### src/rfw_pkg.sv
// Shared types and constants for the frame reassembly window.
// Beat structs, event and reject codes, controller/datapath command and status groups.
package rfw_pkg;

    typedef struct packed {
        logic [15:0] received_bytes;
        logic [31:0] magic_word;
        logic        is_keyframe;
        logic [31:0] frame_number;
        logic [15:0] packet_index;
        logic [15:0] packet_total;
        logic [31:0] frame_bytes;
        logic [15:0] frame_width;
        logic [15:0] frame_height;
    } t_in_beat;

    typedef struct packed {
        logic [1:0]  event_kind;
        logic [2:0]  reject_reason;
        logic [3:0]  slot_index;
        logic [31:0] frame_id_out;
        logic [31:0] byte_offset;
        logic [31:0] byte_count;
        logic [15:0] width_out;
        logic [15:0] height_out;
        logic        last;
    } t_out_beat;

    localparam logic [1:0] EV_STORE   = 2'd0;
    localparam logic [1:0] EV_DELIVER = 2'd1;
    localparam logic [1:0] EV_DROP    = 2'd2;
    localparam logic [1:0] EV_REJECT  = 2'd3;

    localparam logic [2:0] RJ_NONE    = 3'd0;
    localparam logic [2:0] RJ_SHORT   = 3'd1;
    localparam logic [2:0] RJ_MAGIC   = 3'd2;
    localparam logic [2:0] RJ_AWAIT   = 3'd3;
    localparam logic [2:0] RJ_STALE   = 3'd4;
    localparam logic [2:0] RJ_HEADER  = 3'd5;
    localparam logic [2:0] RJ_DUP     = 3'd6;
    localparam logic [2:0] RJ_NOSLOT  = 3'd7;

    localparam logic [1:0] CFG_MAGIC   = 2'd0;
    localparam logic [1:0] CFG_STRIDE  = 2'd1;
    localparam logic [1:0] CFG_HEADER  = 2'd2;
    localparam logic [1:0] CFG_BACKLOG = 2'd3;

    localparam logic [1:0] PEND_REJECT  = 2'd0;
    localparam logic [1:0] PEND_PACKET  = 2'd1;
    localparam logic [1:0] PEND_DELIVER = 2'd2;
    localparam logic [1:0] PEND_DROP    = 2'd3;

    typedef struct packed {
        logic       latch_in;
        logic       set_start;
        logic       scan_clr;
        logic       scan_step;
        logic       sel_match;
        logic       open_slot;
        logic       clr_step;
        logic       seen_upd;
        logic       rel_clr;
        logic       rel_step;
        logic       set_next_old;
        logic       free_old;
        logic       pend_load;
        logic [1:0] pend_sel;
        logic [2:0] reason;
        logic       flush;
        logic       flush_last;
    } t_cmd;

    typedef struct packed {
        logic rej_short;
        logic rej_magic;
        logic started;
        logic key;
        logic stale;
        logic idx_last;
        logic match_found;
        logic free_found;
        logic hdr_bad;
        logic clr_done;
        logic old_found;
        logic old_complete;
        logic old_over;
        logic out_free;
    } t_sts;

endpackage

### src/rfw_ctrl.sv
// Controller of the frame reassembly window: sequences checks, slot search, seen-map
// clear, store decision and the release loop. Uses rfw_pkg command and status structs.
module rfw_ctrl (
    input  logic          i_clk,
    input  logic          i_rst_n,
    input  logic          i_in_valid,
    input  rfw_pkg::t_sts i_sts,
    output logic          o_in_ready,
    output rfw_pkg::t_cmd o_cmd
);
    localparam logic [3:0] ST_IDLE  = 4'd0;
    localparam logic [3:0] ST_CHK   = 4'd1;
    localparam logic [3:0] ST_STALE = 4'd2;
    localparam logic [3:0] ST_SCAN  = 4'd3;
    localparam logic [3:0] ST_SDEC  = 4'd4;
    localparam logic [3:0] ST_CLEAR = 4'd5;
    localparam logic [3:0] ST_SRD   = 4'd6;
    localparam logic [3:0] ST_SCHK  = 4'd7;
    localparam logic [3:0] ST_RSCAN = 4'd8;
    localparam logic [3:0] ST_RDEC  = 4'd9;
    localparam logic [3:0] ST_FIN   = 4'd10;

    logic [3:0] r_state, n_state;

    always_ff @(posedge i_clk) begin
        if (!i_rst_n) begin
            r_state <= ST_IDLE;
        end else begin
            r_state <= n_state;
        end
    end

    assign o_in_ready = r_state == ST_IDLE;

    always_comb begin
        n_state = r_state;
        o_cmd   = '0;
        unique case (r_state)
            ST_IDLE: begin
                if (i_in_valid) begin
                    o_cmd.latch_in = 1'b1;
                    n_state = ST_CHK;
                end
            end
            ST_CHK: begin
                o_cmd.pend_sel = rfw_pkg::PEND_REJECT;
                priority if (i_sts.rej_short) begin
                    o_cmd.pend_load = 1'b1;
                    o_cmd.reason = rfw_pkg::RJ_SHORT;
                    n_state = ST_FIN;
                end else if (i_sts.rej_magic) begin
                    o_cmd.pend_load = 1'b1;
                    o_cmd.reason = rfw_pkg::RJ_MAGIC;
                    n_state = ST_FIN;
                end else if (!i_sts.started && !i_sts.key) begin
                    o_cmd.pend_load = 1'b1;
                    o_cmd.reason = rfw_pkg::RJ_AWAIT;
                    n_state = ST_FIN;
                end else begin
                    o_cmd.set_start = !i_sts.started;
                    n_state = ST_STALE;
                end
            end
            ST_STALE: begin
                o_cmd.pend_sel = rfw_pkg::PEND_REJECT;
                o_cmd.reason = rfw_pkg::RJ_STALE;
                if (i_sts.stale) begin
                    o_cmd.pend_load = 1'b1;
                    n_state = ST_FIN;
                end else begin
                    o_cmd.scan_clr = 1'b1;
                    n_state = ST_SCAN;
                end
            end
            ST_SCAN: begin
                o_cmd.scan_step = 1'b1;
                if (i_sts.idx_last) begin
                    n_state = ST_SDEC;
                end
            end
            ST_SDEC: begin
                o_cmd.pend_sel = rfw_pkg::PEND_REJECT;
                priority if (i_sts.match_found) begin
                    o_cmd.sel_match = 1'b1;
                    n_state = ST_SRD;
                end else if (i_sts.hdr_bad) begin
                    o_cmd.pend_load = 1'b1;
                    o_cmd.reason = rfw_pkg::RJ_HEADER;
                    n_state = ST_FIN;
                end else if (!i_sts.free_found) begin
                    o_cmd.pend_load = 1'b1;
                    o_cmd.reason = rfw_pkg::RJ_NOSLOT;
                    n_state = ST_FIN;
                end else begin
                    o_cmd.open_slot = 1'b1;
                    n_state = ST_CLEAR;
                end
            end
            ST_CLEAR: begin
                o_cmd.clr_step = 1'b1;
                if (i_sts.clr_done) begin
                    n_state = ST_SRD;
                end
            end
            ST_SRD: begin
                // seen bit read lands next cycle
                n_state = ST_SCHK;
            end
            ST_SCHK: begin
                o_cmd.seen_upd = 1'b1;
                o_cmd.pend_load = 1'b1;
                o_cmd.pend_sel = rfw_pkg::PEND_PACKET;
                o_cmd.rel_clr = 1'b1;
                n_state = ST_RSCAN;
            end
            ST_RSCAN: begin
                o_cmd.rel_step = 1'b1;
                if (i_sts.idx_last) begin
                    n_state = ST_RDEC;
                end
            end
            ST_RDEC: begin
                priority if (!i_sts.old_found) begin
                    n_state = ST_FIN;
                end else if (i_sts.old_complete || i_sts.old_over) begin
                    // push the previous beat out before the release event takes its place
                    if (i_sts.out_free) begin
                        o_cmd.flush = 1'b1;
                        o_cmd.pend_load = 1'b1;
                        o_cmd.pend_sel = i_sts.old_complete ? rfw_pkg::PEND_DELIVER
                                                            : rfw_pkg::PEND_DROP;
                        o_cmd.free_old = 1'b1;
                        o_cmd.rel_clr = 1'b1;
                        n_state = ST_RSCAN;
                    end
                end else begin
                    o_cmd.set_next_old = 1'b1;
                    n_state = ST_FIN;
                end
            end
            ST_FIN: begin
                if (i_sts.out_free) begin
                    o_cmd.flush = 1'b1;
                    o_cmd.flush_last = 1'b1;
                    n_state = ST_IDLE;
                end
            end
            default: begin
                n_state = ST_IDLE;
            end
        endcase
    end

    a_flush_free: assert property (@(posedge i_clk) disable iff (!i_rst_n)
        o_cmd.flush |-> i_sts.out_free) else $error("beat loaded into busy output");
    a_open_free: assert property (@(posedge i_clk) disable iff (!i_rst_n)
        o_cmd.open_slot |-> i_sts.free_found && !i_sts.match_found)
        else $error("slot opened without a free slot");
    a_schk_order: assert property (@(posedge i_clk) disable iff (!i_rst_n)
        (r_state == ST_SCHK) |-> ($past(r_state) == ST_SRD))
        else $error("seen check without read cycle");

endmodule

### config.mk
export PLATFORM = sky130hd
export DESIGN_NAME = rfw_ctrl
export DESIGN_NICKNAME = d
export VERILOG_FILES = /design/src/rfw_pkg.sv /design/src/rfw_ctrl.sv
export SDC_FILE = /design/constraint.sdc
export NUM_CORES = 1
export LEC_CHECK = 0
export ABC_CLOCK_PERIOD_IN_PS = 1500
export BUFFER_PORTS_ARGS = -buffer_cell sky130_fd_sc_hd__buf_2
export CAP_MARGIN = 30
export CORE_AREA = 2 2 46 48
export CTS_BUF_LIST = sky130_fd_sc_hd__clkbuf_16
export DETAILED_ROUTE_END_ITERATION = 10
export DIE_AREA = 0 0 48 50
export PLACE_DENSITY = 0.72
export REMOVE_ABC_BUFFERS = 1
export SLEW_MARGIN = 30
export SYNTH_ARGS = -nofsm -noshare
export SYNTH_HDL_FRONTEND = slang
export SYNTH_SLANG_ARGS = --single-unit
### constraint.sdc
create_clock -name i_clk -period 1.5 [get_ports i_clk]
set_input_delay 0.3 -clock i_clk [delete_from_list [all_inputs] [get_ports i_clk]]
set_output_delay 0.3 -clock i_clk [all_outputs]
set_load 0.02 [all_outputs]
==> metrics.cfg, run 1 <==
[run_status]
failing_step=global routing (5_1_grt)
status=aborted with a tool error
tool.error=[ERROR DPL-0038] Utilization greater than 100%, impossible to legalize

[synth]
avgSynthCellArea_sq_um=6.77
yosysSeqAreaShare_pct=11.3
synth.distinct_cells=41
synth-edff-count=0
synthCells=105
synthFlopType=dfxtp_1
yosysWarnings=0
netlist_area_sq_um=711
synthArstFlopShare_pct=0
synth.ff_latch_count=4

[sta]
grt_worst_setup_endpoint=o_cmd[5]
worstEndpointType=primary output

[floorplan]
start_util_pct=37.4
io_pins=38
die_x_um=48
fp.dieH_um=50
std_cell_rows=16

[clock_network]
cts.path.max_buffers=2
clkSinkCount=4
clock-root-buffer=clkbuf_16
holdBufCountCts=0
numCtsBuffers=3
htreeDepth=1

[placement]
place_congestion=0.857
placedCellCount=193
place_worst_setup_slack_ps=-142
dp_hpwl_um=2040
port_buffers=37

[global_route]
grt_max_degree=11

-- through the flow --
stage | area [sq um] | setup TNS [ps] | hold WS [ps] | util (%)
after floorplan | 666 | -2710 | 484 | -
after global placement | 1120 | -584 | 604 | 58.8
after detailed placement | 1120 | -899 | 637 | 58.8
after CTS | 1610 | -3690 | 424 | 84.5
-- cells in the mapped netlist (2+ instances only) --
| library cell | count | area (sq um) |
|---|---|---|
| nor2_1 | 13 | 48.8 |
| nor3_1 | 9 | 45.0 |
| inv_1 | 8 | 30.0 |
| a21oi_1 | 6 | 30.0 |
| nand2_1 | 5 | 18.8 |
| nand2b_1 | 5 | 31.3 |
| buf_4 | 4 | 30.0 |
| dfxtp_1 | 4 | 80.1 |
| buf_2 | 3 | 15.0 |
| nand3_1 | 3 | 15.0 |
| nor4_1 | 3 | 18.8 |
| o21a_1 | 3 | 22.5 |
| o21ai_0 | 3 | 15.0 |
| o21ai_1 | 3 | 15.0 |
| a31oi_1 | 2 | 12.5 |
| and3_1 | 2 | 12.5 |
| and3b_1 | 2 | 17.5 |
| nand4_1 | 2 | 12.5 |
| nand4bb_1 | 2 | 22.5 |
| nor2b_1 | 2 | 12.5 |
-- logic make-up after synthesis --
family | after synthesis | share of synthesized area [%]
buffers and inverters | 15 | 10.6
and+or+nand+nor | 56 | 46.3
AOI/OAI and AO/OA | 29 | 30.5
muxes | 1 | 1.41
DFF | 4 | 11.3
-- timing repair --
item,4_1_cts
buffers inserted,15
pin swaps,14
endpoints found under the setup margin,22
gates cloned,1
resized for setup,71
==> run 2, diff against run 1 <==
==> config.mk (replaced) <==
export PLATFORM = sky130hd
export DESIGN_NAME = rfw_ctrl
export DESIGN_NICKNAME = d
export VERILOG_FILES = /design/src/rfw_pkg.sv /design/src/rfw_ctrl.sv
export SDC_FILE = /design/constraint.sdc
export NUM_CORES = 1
export LEC_CHECK = 0
export ABC_CLOCK_PERIOD_IN_PS = 2000
export BUFFER_PORTS_ARGS = -buffer_cell sky130_fd_sc_hd__buf_2
export CAP_MARGIN = 30
export CORE_AREA = 2 2 63 65
export DETAILED_ROUTE_END_ITERATION = 10
export DIE_AREA = 0 0 65 67
export PLACE_DENSITY_LB_ADDON = 0.15
export REMOVE_ABC_BUFFERS = 1
export SLEW_MARGIN = 30
export SYNTH_ARGS = -nofsm -noshare
export SYNTH_HDL_FRONTEND = slang
export SYNTH_SLANG_ARGS = --single-unit
==> constraint.sdc (replaced) <==
create_clock -name i_clk -period 2 [get_ports i_clk]
set_input_delay 0.4 -clock i_clk [delete_from_list [all_inputs] [get_ports i_clk]]
set_output_delay 0.4 -clock i_clk [all_outputs]
set_load 0.02 [all_outputs]
==> run 2 against run 1 <==
  * The flow now finishes without violations
  * Area after synthesis did not move
  * Synthesized cell count did not move
==> metrics.cfg, run 2 <==
[sta]
finClkSkew_ps=1.89
maxSlewViolCount=0
hold_violations=0
setup-violations-final=0
fin_crit_sh_pct=98.0
worst_slew_pin_slew_ps=461
fmax_mhz=510
min_period_ps=1960
max-slew-margin-rel_pct=68.9
rsz0062_at_grt=yes

[layout]
regMostFlops=r_state
syn_to_final_growth_pct=50.5
nets=166
final_common_cell=buf_2
final_cell_mix=buf_2, nor2_1, buf_4
antenna_cells=0
top_regs=r_state: 4 flops
drive_gt1_share_pct=41.5
layout.cells.non_filler=195
fin_area_sq_um=1070
largest_register_ffs=4

[synth]
synth.top_cells.by_area=dfxtp_1, nor2_1, nor3_1
ys_top_cells_by_count=nor2_1, nor3_1, inv_1
synth_top_family_by_area=simple AND/OR/NAND/NOR gates
synth-compound-area-share_pct=30.5
yosysTopAreaCellShare_pct=11.3
yosysSeqAreaShare_pct=11.3
synthFlopType=dfxtp_1
synth_mux_area_share_pct=1.41
synth_adder_area_share_pct=0
synth_xor_area_share_pct=0
synthCells=105
avgSynthCellArea_sq_um=6.77
synth-simple-area-share_pct=46.3
synth.ff_latch_count=4
synth-edff-count=0
yosysMostFrequentCell=nor2_1
yosysWarnings=0
synth.distinct_cells=41
yosysTopAreaCell=dfxtp_1
netlist_area_sq_um=711
synthArstFlopShare_pct=0

[global_route]
grt_max_degree=22
antenna_found_initial=0
grt_pass1_wl_um=3880
grt_usage_pct=11.2
grt_remaining_overflow=0
grt_pass1_vias=872

[power_and_ir_drop]
leakage_nw=0.510
ir_worst_vdd_uv=293
p_per_area_nw_per_um2=1140

[run_status]
status=complete, no violations

[floorplan]
fp.dieH_um=67
die_x_um=65
io_pins=38
std_cell_rows=22
dieArea_sq_um=4360
core_sq_um=3610
start_util_pct=19.7

[flow_run]
maxCapViolCount=0

[clock_network]
clk_pin_slew_worst_paths_ps=30
cts_tree=done
htreeDepth=1
clock-root-buffer=clkbuf_8
clk_latency_ps=210
clkSinkCount=4
numCtsBuffers=3
cts.path.max_buffers=2

[route]
drt-initial-drc-count=44
first_pass_iters=4
vias=942
wl_per_cell_um=12.7
drt_drc_violations_left=0
drtAntennaViolNets=0
finalWirelength_um=2470
via_per_inst=4.83

[critical_path]
crit_arrival_ps=1560
path_max_fanout=5
cpPeakStageDelay_ps=450
start_kind=register
r2r_setup_slack_ps=410
cp-end-kind=output pin
worstPathCellList=and2b_1 -> nand2_2 -> or4_4 -> o21ai_1 -> buf_4
worstPathRequired_ps=1600
path_class=reg -> out
crit_slowest_cell=or4_4

[placement]
dp_hpwl_um=1980
port_buffers=37
postPlaceCellArea_sq_um=988
placedCellCount=190
place_congestion=0.851

[hold_path]
hold_path_class=in -> reg

[run 2: final timing paths]
| kind | from | to | cells past startpoint |
|---|---|---|---|
| min reg2reg | r_state[2]$_SDFFE_PN0P_ | r_state[2]$_SDFFE_PN0P_ | 3 |
| min | i_rst_n | r_state[2]$_SDFFE_PN0P_ | 3 |
| max reg2reg | r_state[2]$_SDFFE_PN0P_ | r_state[3]$_SDFFE_PN0P_ | 5 |
| max | r_state[2]$_SDFFE_PN0P_ | o_cmd[5] | 5 |
[run 2: per-stage QoR]
step / power (W) / setup TNS (ps) / hold WS (ps) / util, % / setup WS [ps]
after global placement: 0.00100 / 0 / 656 / 27.4 / 174
after global routing: 0.00131 / -14.4 / 569 / 29.7 / -14.4
after detailed placement: 0.000998 / 0 / 652 / 27.4 / 155
final: 0.00122 / 0 / 531 / 29.7 / 39.5
after floorplan: 0.000669 / -47.9 / 584 / - / -47.9
after CTS: 0.00119 / 0 / 539 / 28.8 / 6.69
[run 2: worst max-delay path, delay by kind of cell (launching register included)]
kind | cells | cell delay [ps]
buf+inv | 1 | 150
compound gates | 1 | 130
simple gates | 3 | 750
flops | 1 | 320
[run 2: final cells by class]
class                   count  area (sq um)
fillers                   411          2540
multi-input cells          86           573
repair buffers             46           283
flip-flops and latches      4          82.6
well taps                  48          60.1
clock buffers               3          41.3
inverters                   8          30.0
[run 2: power breakdown]
| group | switching [W] | leakage, nW | total (W) | internal (W) |
|---|---|---|---|---|
| clock network | 0.0000386 | 0.0216 | 0.000167 | 0.000128 |
| logic | 0.000535 | 0.455 | 0.000920 | 0.000386 |
| registers | 0.0000236 | 0.0337 | 0.000135 | 0.000111 |
[run 2: routing by layer]
metal / wire (um) / track usage (%)
met3: 165 / 2.03
met2: 1210 / 20.1
met4: 20 / 2.93
met5: 0 / 0
met1: 1080 / 13.7
[run 2: kinds of logic (layout without fill, tap and decap cells)]
logic type | after synthesis | after routing
compound gates | 29 | 29
simple gates | 56 | 56
buf+inv | 15 | 57
mux | 1 | 1
flops | 4 | 4
[run 2: what timing repair did]
item | in CTS | in global routing
setup buffers | 1 | 1
endpoints found under the setup margin | 2 | 4
hold buffers | 0 | 0
gates resized for setup | 2 | 7
pin swaps | 0 | 1
Power figures use the tool's default switching activity.
